<file path="config.mk">
export PLATFORM = sky130hd
export DESIGN_NAME = message_handle_deque_with_removal
export DESIGN_NICKNAME = d
export VERILOG_FILES = /design/src/rtl/mhd_pkg.sv /design/src/rtl/mhd_cell.sv /design/src/rtl/message_handle_deque_with_removal.sv
export SDC_FILE = /design/constraint.sdc
export NUM_CORES = 1
export LEC_CHECK = 0
export BUFFER_PORTS_ARGS = -buffer_cell sky130_fd_sc_hd__buf_4
export CORE_MARGIN = 5
export CORE_UTILIZATION = 47
export DETAILED_ROUTE_END_ITERATION = 16
export PLACE_DENSITY = 0.6
export SYNTH_ARGS = -nofsm -noshare
export SYNTH_HDL_FRONTEND = slang
export SYNTH_HIERARCHICAL = 1
export SYNTH_SLANG_ARGS = --single-unit
</file>
<file path="constraint.sdc">
create_clock -name clk -period 7.9 [get_ports clk]
set_input_delay 1.975 -clock clk [delete_from_list [all_inputs] [get_ports clk]]
set_output_delay 1.975 -clock clk [all_outputs]
set_load 0.01 [all_outputs]
</file>
<file path="src/rtl/mhd_pkg.sv">
`default_nettype none
package mhd_pkg;

  // field widths of the request and result items
  localparam int HANDLE_W = 16;
  localparam int ACTION_W = 2;
  localparam int STATUS_W = 2;
  localparam int HELD_W   = 5;

  // count field of the cell command, wide enough for the largest depth (256)
  localparam int CNT_W = 9;

  // request actions
  typedef enum logic [ACTION_W-1:0] {
    ACT_PUSH     = 2'd0,
    ACT_POP_OLD  = 2'd1,
    ACT_POP_NEW  = 2'd2,
    ACT_REMOVE   = 2'd3
  } action_t;

  // result status codes
  typedef enum logic [STATUS_W-1:0] {
    ST_DONE = 2'd0,
    ST_NONE = 2'd1,
    ST_FULL = 2'd2
  } status_t;

  // command broadcast to every cell of the chain
  typedef struct packed {
    logic                go;
    action_t             action;
    logic [HANDLE_W-1:0] handle;
    logic [CNT_W-1:0]    count;
    logic                found;
  } cell_cmd_t;

endpackage
`default_nettype wire

</file>
<file path="src/rtl/mhd_cell.sv">
`default_nettype none
module mhd_cell #(
  parameter int INDEX = 0
) (
  input  wire                           clk,
  input  wire  mhd_pkg::cell_cmd_t      cmd,
  input  wire  [mhd_pkg::HANDLE_W-1:0]  up_data,
  input  wire                           match_in,
  input  wire  [mhd_pkg::HANDLE_W-1:0]  pick_in,
  output logic [mhd_pkg::HANDLE_W-1:0]  data,
  output logic                          match_out,
  output logic [mhd_pkg::HANDLE_W-1:0]  pick_out
);
  import mhd_pkg::*;

  localparam logic [CNT_W-1:0] IDX     = CNT_W'(INDEX);
  localparam logic [CNT_W-1:0] IDX_ONE = CNT_W'(INDEX + 1);

  logic occupied;
  logic is_last;
  logic is_free_slot;
  logic hit;
  logic load;
  logic shift;

  // position of this cell relative to the fill count
  assign occupied     = IDX < cmd.count;
  assign is_last      = IDX_ONE == cmd.count;
  assign is_free_slot = IDX == cmd.count;
  assign hit          = occupied && (data == cmd.handle);

  // match-above chain runs from the newest cell down to the oldest
  assign match_out = match_in | hit;

  // newest entry travels down the chain to the oldest end
  assign pick_out = pick_in | (is_last ? data : '0);

  // cell write decision
  always_comb begin
    load  = 1'b0;
    shift = 1'b0;
    if (cmd.go) begin
      case (cmd.action)
        ACT_PUSH:    load  = is_free_slot;
        ACT_POP_OLD: shift = cmd.count != '0;
        ACT_POP_NEW: shift = 1'b0;
        ACT_REMOVE:  shift = cmd.found && !match_in;
        default:     shift = 1'b0;
      endcase
    end
  end

  // entry storage
  always_ff @(posedge clk) begin
    if (load) begin
      data <= cmd.handle;
    end else if (shift) begin
      data <= up_data;
    end
  end

endmodule
`default_nettype wire

</file>
<file path="src/rtl/message_handle_deque_with_removal.sv">
// Message handle deque with removal by search. Each request on the slave
// stream asks to push a 16-bit handle at the newest end, pop the oldest
// handle, pop the newest handle, or remove a named handle from wherever it
// sits (the newest copy when duplicates are held); the others keep their
// order. Every request gives exactly one result: the handle taken out (zero
// when none), a status (done, empty or not found, full push refused) and
// the count held afterwards. Handles live in a chain of DEPTH cells, one
// handle per cell, oldest in cell zero; a removal or oldest pop shifts the
// upper cells down one place, and a match flag ripples from the newest cell
// toward the oldest. A request is accepted in IDLE, then in EXEC updates the
// chain and loads the result register. A new request is taken while a result
// waits; the update then holds until the result register frees up. No
// clearing pass is needed after reset.
`default_nettype none
module message_handle_deque_with_removal #(
  parameter int DEPTH = 16
) (
  input  wire         clk,
  input  wire         rst,
  // slave request: [1:0] action, [17:2] handle, [23:18] zero
  input  wire  [23:0] s_tdata,
  input  wire         s_tvalid,
  output logic        s_tready,
  // master result: [15:0] out_handle, [17:16] status, [22:18] held, [23] zero
  output logic [23:0] m_tdata,
  output logic        m_tvalid,
  input  wire         m_tready
);
  import mhd_pkg::*;

  localparam int CW = $clog2(DEPTH + 1);
  localparam logic [CW-1:0] FULL_COUNT = CW'(DEPTH);

  typedef enum logic {
    IDLE,
    EXEC
  } state_t;

  state_t              state;
  action_t             req_action;
  logic [HANDLE_W-1:0] req_handle;
  logic [CW-1:0]       count;
  logic [CW-1:0]       count_next;

  logic [HANDLE_W-1:0] out_handle;
  status_t             status;
  logic [HELD_W-1:0]   held;
  logic [HANDLE_W-1:0] taken_next;
  status_t             status_next;

  logic                go;
  logic                found;
  cell_cmd_t           cmd;

  logic [HANDLE_W-1:0] data_w  [DEPTH+1];
  logic [HANDLE_W-1:0] pick_w  [DEPTH+1];
  logic                match_w [DEPTH+1];

  // handshake
  assign s_tready = state == IDLE;
  assign go       = (state == EXEC) && (!m_tvalid || m_tready);
  assign m_tdata  = {1'b0, held, status, out_handle};

  // broadcast command for the cell chain
  assign found = match_w[0];
  always_comb begin
    cmd.go     = go;
    cmd.action = req_action;
    cmd.handle = req_handle;
    cmd.count  = CNT_W'(count);
    cmd.found  = found;
  end

  // chain ends
  assign data_w[DEPTH]  = '0;
  assign pick_w[DEPTH]  = '0;
  assign match_w[DEPTH] = 1'b0;

  // cell chain, newest end at the top
  for (genvar i = 0; i < DEPTH; i++) begin : g_cell
    mhd_cell #(
      .INDEX(i)
    ) u_cell (
      .clk      (clk),
      .cmd      (cmd),
      .up_data  (data_w[i+1]),
      .match_in (match_w[i+1]),
      .pick_in  (pick_w[i+1]),
      .data     (data_w[i]),
      .match_out(match_w[i]),
      .pick_out (pick_w[i])
    );
  end

  // result of the pending request
  always_comb begin
    count_next  = count;
    taken_next  = '0;
    status_next = ST_DONE;
    case (req_action)
      ACT_PUSH: begin
        if (count == FULL_COUNT) begin
          status_next = ST_FULL;
        end else begin
          count_next = count + CW'(1);
        end
      end
      ACT_POP_OLD: begin
        if (count == '0) begin
          status_next = ST_NONE;
        end else begin
          taken_next = data_w[0];
          count_next = count - CW'(1);
        end
      end
      ACT_POP_NEW: begin
        if (count == '0) begin
          status_next = ST_NONE;
        end else begin
          taken_next = pick_w[0];
          count_next = count - CW'(1);
        end
      end
      ACT_REMOVE: begin
        if (found) begin
          taken_next = req_handle;
          count_next = count - CW'(1);
        end else begin
          status_next = ST_NONE;
        end
      end
      default: status_next = ST_NONE;
    endcase
  end

  // control state, fill count and result register
  always_ff @(posedge clk) begin
    if (rst) begin
      state    <= IDLE;
      count    <= '0;
      m_tvalid <= 1'b0;
    end else begin
      // result valid: set on an update, cleared once taken
      if (go) begin
        m_tvalid <= 1'b1;
      end else if (m_tready) begin
        m_tvalid <= 1'b0;
      end
      case (state)
        IDLE: begin
          if (s_tvalid) begin
            req_action <= action_t'(s_tdata[ACTION_W-1:0]);
            req_handle <= s_tdata[ACTION_W +: HANDLE_W];
            state      <= EXEC;
          end
        end
        EXEC: begin
          if (go) begin
            count      <= count_next;
            out_handle <= taken_next;
            status     <= status_next;
            held       <= HELD_W'(count_next);
            state      <= IDLE;
          end
        end
        default: state <= IDLE;
      endcase
    end
  end

  // fill count stays within the chain
  a_count_bound: assert property (@(posedge clk) disable iff (rst)
    count <= FULL_COUNT)
    else $error("fill count beyond depth");

  // a refused push reports a full store
  a_full_held: assert property (@(posedge clk) disable iff (rst)
    m_tvalid && status == ST_FULL |-> held == HELD_W'(DEPTH))
    else $error("full status with store not full");

  // nothing taken out reports a zero handle
  a_none_zero: assert property (@(posedge clk) disable iff (rst)
    m_tvalid && (status == ST_NONE || status == ST_FULL) |-> out_handle == '0)
    else $error("handle reported without removal");

  // an accepted request is worked before the next one is taken
  a_one_at_a_time: assert property (@(posedge clk) disable iff (rst)
    s_tvalid && s_tready |=> !s_tready)
    else $error("request taken while one is pending");

  // the count moves only when the chain is updated
  a_count_stable: assert property (@(posedge clk) disable iff (rst)
    !go |=> $stable(count))
    else $error("fill count changed without an update");

endmodule
`default_nettype wire
</file>
**Word-level counts from Yosys, hierarchy flattened**

Cells that the tools add are included.

- Bits in registers: 304
- Bits of input ports: 28
- Output and inout port bits: 26
- Logic and storage cells: 313

- Add/sub/neg operators: 2
- $lt $le $gt $ge: 16
- Equal/unequal tests: 36
- Multiplexer cells: 129
- Bitwise gates (word level): 32
- Reductions and logical operators: 74

Operator list:

| cell | number |
|---|---|
| $mux 16 | 51 |
| $eq 16x16->1 | 16 |
| $or 16x16->16 | 15 |
| $mux 1 | 54 |
| $pmux 16 s3 | 1 |
| $eq 4x5->1 const A | 8 |
| $lt 4x5->1 const A | 8 |
| $pmux 1 s2 | 17 |
| $reduce_bool 2->1 | 17 |
| $logic_and 1x1->1 | 32 |
| $eq 3x5->1 const A | 4 |
| $lt 3x5->1 const A | 4 |
| $logic_not 1->1 | 16 |
| $mux 5 | 3 |
| $or 1x1->1 | 15 |
| $pmux 5 s3 | 1 |
| $eq 2x5->1 const A | 2 |
| $lt 1x5->1 const A | 2 |
| $lt 2x5->1 const A | 2 |
| $logic_not 9->1 | 1 |
| $reduce_bool 9->1 | 1 |
| $pmux 2 s3 | 1 |
| $reduce_and 3->1 | 2 |
| $add 5x1->5 const B | 1 |
| 13 further kinds | 15 |

**Longest topological paths before layout**

- Depth after elaboration: 22
- Gate-level depth with buffers: 25
- Gate-level depth less buffers: 24

**Cells and area by module**

Netlist, hierarchy kept.

By module, submodules not included:

| module | times used | cells each | area an instance (um2) | sequential area each (um2) |
|---|---|---|---|---|
| message_handle_deque_with_removal | 1 | 205 | 2349.8 | 1371.3 |
| mhd_cell (g_cell[2].u_cell ...) | 2 | 87 | 1106.1 | 480.5 |
| mhd_cell (g_cell[9].u_cell) | 1 | 86 | 1152.4 | 480.5 |
| mhd_cell (g_cell[3].u_cell) | 1 | 88 | 1148.6 | 480.5 |
| mhd_cell (g_cell[4].u_cell) | 1 | 86 | 1134.8 | 480.5 |
| mhd_cell (g_cell[10].u_cell) | 1 | 85 | 1128.6 | 480.5 |
| mhd_cell (g_cell[1].u_cell) | 1 | 84 | 1126.1 | 480.5 |
| mhd_cell (g_cell[8].u_cell) | 1 | 85 | 1123.6 | 480.5 |
| mhd_cell (g_cell[15].u_cell) | 1 | 86 | 1121.1 | 480.5 |
| mhd_cell (g_cell[11].u_cell) | 1 | 88 | 1119.8 | 480.5 |
| mhd_cell (g_cell[14].u_cell) | 1 | 84 | 1118.6 | 480.5 |
| mhd_cell (g_cell[0].u_cell) | 1 | 84 | 1116.1 | 480.5 |
| mhd_cell (g_cell[12].u_cell) | 1 | 89 | 1111.1 | 480.5 |
| mhd_cell (g_cell[6].u_cell) | 1 | 87 | 1109.8 | 480.5 |
| +2 rows | n/a | n/a | n/a | n/a |

**Least setup slack after synthesis**

Ideal clock, no wire load.

- Kind: flip-flop to flip-flop
- Start: reg req_handle[9]
- End: reg g_cell[9].u_cell/data[0] (netlist bit), enable pin
- Setup time: 449 ps
- Arrival time: 5541 ps
- Required time: 7451 ps
- Setup slack: 1910 ps
- Cell stages (with the launch flop): 24
- Path buffers: 0
- Cell sequence: edfxtp_1 xnor2_1 nand4_1 nor3_1 a41o_1 a31o_2 a31o_2 a31o_2 o21bai_1 a31o_2 a31o_2 a31o_2 a41o_2 a31o_2 o21bai_1 a31o_2 a31o_2 a41o_1 a41o_1 a31o_2 nand2b_1 a21boi_0 a21bo_2 a21boi_0

RTL lines:

| what | line | text |
|---|---|---|
| from (decl) | message_handle_deque_with_removal.sv:41 | `logic [HANDLE_W-1:0] req_handle;` |
| from (signal assigned) | message_handle_deque_with_removal.sv:153 | `req_handle <= s_tdata[ACTION_W +: HANDLE_W];` |
| to (signal assigned) | mhd_cell.sv:56 | `data <= cmd.handle;` |
| to (signal assigned) | mhd_cell.sv:58 | `data <= up_data;` |
| to (decl) | mhd_cell.sv:10 | `output logic [mhd_pkg::HANDLE_W-1:0] data,` |

==> results.md <==
* CTS-repair resized insts at 0
* Met2 Usage GRT at 0.432
* Buf/Inv on CP at 0
* Gr ovfl total at 0
* Peak VDD IR at 0.188 mV
* #FFs+latches synth at 304
* Min cycle time layout at 6310 ps
* Max incr delay on CP at 570 ps
* R2R Setup Slk at 1590 ps
* Finished Cell Area at 22800 sq um
* CTS tree: built
* Core Util, Final at 0.533
* Fin. max-slew vios at 0
* Gpl congestion at 0.879
* Critical R2R Launch: req_handle[7]
* Crit path capture type: flip-flop
* Vias/cell at 5.77
* Largest net degree at the start of global routing at 45
* Avg Cell Area, Syn at 12.8 sq um
* DP HPWL at 40700 um
* Hold Fails Final Rpt at 0
* Lkg Pwr at 0.00948 uW
* PD cells at 173 nW/um^2
* Global routing usage on met3 at 0.0275
* Dpl cell area at 21700 sq um
* Clock skew at 25.4 ps
* H-tree depth at 2
* RSZ-0062 raised after global routing: no
* Outcome: completed
* Max Cap Violations at 0
* Clock latency on the worst-skew pair at 560 ps
* Critical Path Start Type: flip-flop
* CORE AREA at 42900 sq um
* Post-synth EDFFs at 297
* Via count at 13700
* Worst Setup EP: held[4]
* Grt met1 use at 0.304
* CTS buffer count at 37
* Cells after Synth at 1584
* Top cells by area, synth: edfxtp_1 (44%), a21o_1 (9.6%), mux2_4 (9.0%)
* Area Growth Syn to Fin at 12.8%
* Setup violators final at 0
* Post-route DRC at 0
* Site row count at 76
* Max Root-Sink Buffers at 3
* Arrival @ worst endpoint at 6560 ps
* Root Driver: clkbuf_16
* FF-to-FF End: held[4]
* Initial DRC Count at 970
* Worst path cell trace: xnor2_1 -> nand4_1 -> nor3_1 -> a41o_1 -> a31o_2 -> a31o_2 -> a31o_2 -> o21bai_1 -> a31o_2 -> a31o_2 -> a31o_2 -> a41o_2 -> a31o_2 -> o21bai_1 -> a31o_2 -> a31o_2 -> a41o_1 -> a41o_1 -> a31o_2 -> and2_1 -> nor3b_1 -> a211oi_1 -> a21oi_1
* Top-count cell post-synth: edfxtp_1
* Synth cell count leaders: edfxtp_1 (297), a21o_1 (258), xor2_1 (135), xnor2_1 (125), mux2_4 (122)
* I/O pins at 54
* Ys async rst share at 0
* Netlist cell types at 83
* Slowest CP cell: edfxtp_1
* Drt first pass iters at 5
* Die footprint at 47400 sq um
* Setup ws final at 1590 ps
* Cell mode on critical path: a31o_2
* Initial antenna violation count at 0
* Worst EP required at 8150 ps
* CTS Sinks at 304
* Fin Setup TNS at 0 ps
* Synth area leader: edfxtp_1
* Final ANT Viol Nets at 0
* WL/cell at 24.6 um
* Aggregate routed wire length at 58600 um
* Warnings, synthesis at 6
* First-pass GRT wire length at 88300 um
* Hold buffers post-CTS at 0
* Busiest grt layer: met2
* Worst-margin pin slew at 1260 ps
* Worst-path clk slew at 60 ps
* Post-Place Worst Slack at 1630 ps
* CP Launch Point: req_handle[7]
* Vias in the first global route at 14100
* GRT Util Overall at 0.243
* DIE HEIGHT at 218 um
* Final hold slack at 496 ps
* N_diodes at 0
* Ys flop type: edfxtp_1
* Worst path depth at 23
* Final period util at 0.799
* Fraction of layout instances using a drive strength above 1 at 0.258
* Worst hold path type: reg2reg
* Final net count at 1810
* Synth top area share at 0.440
* Sequential area share after synthesis at 0.447
* Fmax at 158 MHz
* Port Buffers at 46
* Starting density of the core at 0.473
* Post-CTS setup buffer count at 0
* Mapped Area at 20300 sq um
* Relative slew slack at 0.153
* FF-to-FF path depth at 23
* CP Class: reg2reg
* Critical path's top delay family: compound AO/OA/AOI/OAI gates
* CP max FO at 20
* Die width at 218 um
placed cells by master, fill, tap and decap left out, types with 20 or more instances in the layout:
cell / n
nor2_1: 45
nand2_1: 24
mux2_2: 116
nor3_1: 20
clkbuf_16: 38
xor2_1: 135
edfxtp_1: 297
a21o_1: 258
mux2_4: 122
buf_4: 98
o21ai_0: 23
conb_1: 116
nor4_1: 42
xnor2_1: 125
nand4_1: 37
report_power, final:
part	switching, uW	internal (uW)
Clock	679	971
Sequential	43.2	1810
Combinational	271	184
state kept, by name (all words and copies together) (netlist names):
register / cells
g_cell.u_cell/data: 256
out_handle: 16
m_tvalid: 1
req_handle: 16
count: 5
status: 2
held: 5
state: 1
req_action: 2
final cells by class:
class / count / area (sq um)
well taps: 585 / 732
fillers: 3686 / 20000
clock buffers: 50 / 1030
flip-flops and latches: 304 / 9060
inverters: 20 / 75.1
multi-input cells: 1315 / 11100
clock inverters: 12 / 119
repair buffers: 98 / 736
cell families after synthesis:
family / count (synthesis) / synth area share
AOI/OAI and AO/OA: 379 / 0.138
DFF: 304 / 0.447
and+or+nand+nor: 297 / 0.105
xor gates and xnor gates: 260 / 0.112
muxes: 257 / 0.165
buffers and inverters: 80 / 0.0283
adders and majority gates: 6 / 0.00370
other: 1 / 0.000185
how the worst min path moves through the flow:
stage / startpoint / to / slack (ps) / cells past startpoint
4_1_cts: m_tvalid / m_tvalid / 500 / 2
3_3_place_gp: m_tvalid / m_tvalid / 490 / 2
5_1_grt: m_tvalid / m_tvalid / 540 / 2
2_1_floorplan: state / state / 490 / 2
3_5_place_dp: m_tvalid / m_tvalid / 490 / 2
6_report: m_tvalid / m_tvalid / 500 / 2
metal layers:
metal | vias up | wire length (um)
met5 | - | 0
met4 | 0 | 2100
met3 | 104 | 2130
met2 | 341 | 30000
met1 | 6939 | 24400
li1 | 6363 | -
through the flow:
step,power [uW],instances
after detailed placement,2340,2322
after global routing,4100,2384
after global placement,2330,2322
after floorplan,2190,1699
after CTS,3990,2384
final,3960,2384
tightest hold or removal path, cell delays in order, from the launching register on:
cell	delay (ps)
dfxtp_1	310
nand2b_1	80
a21oi_1	60
Note: power is estimated with default switching activity, not from simulation.
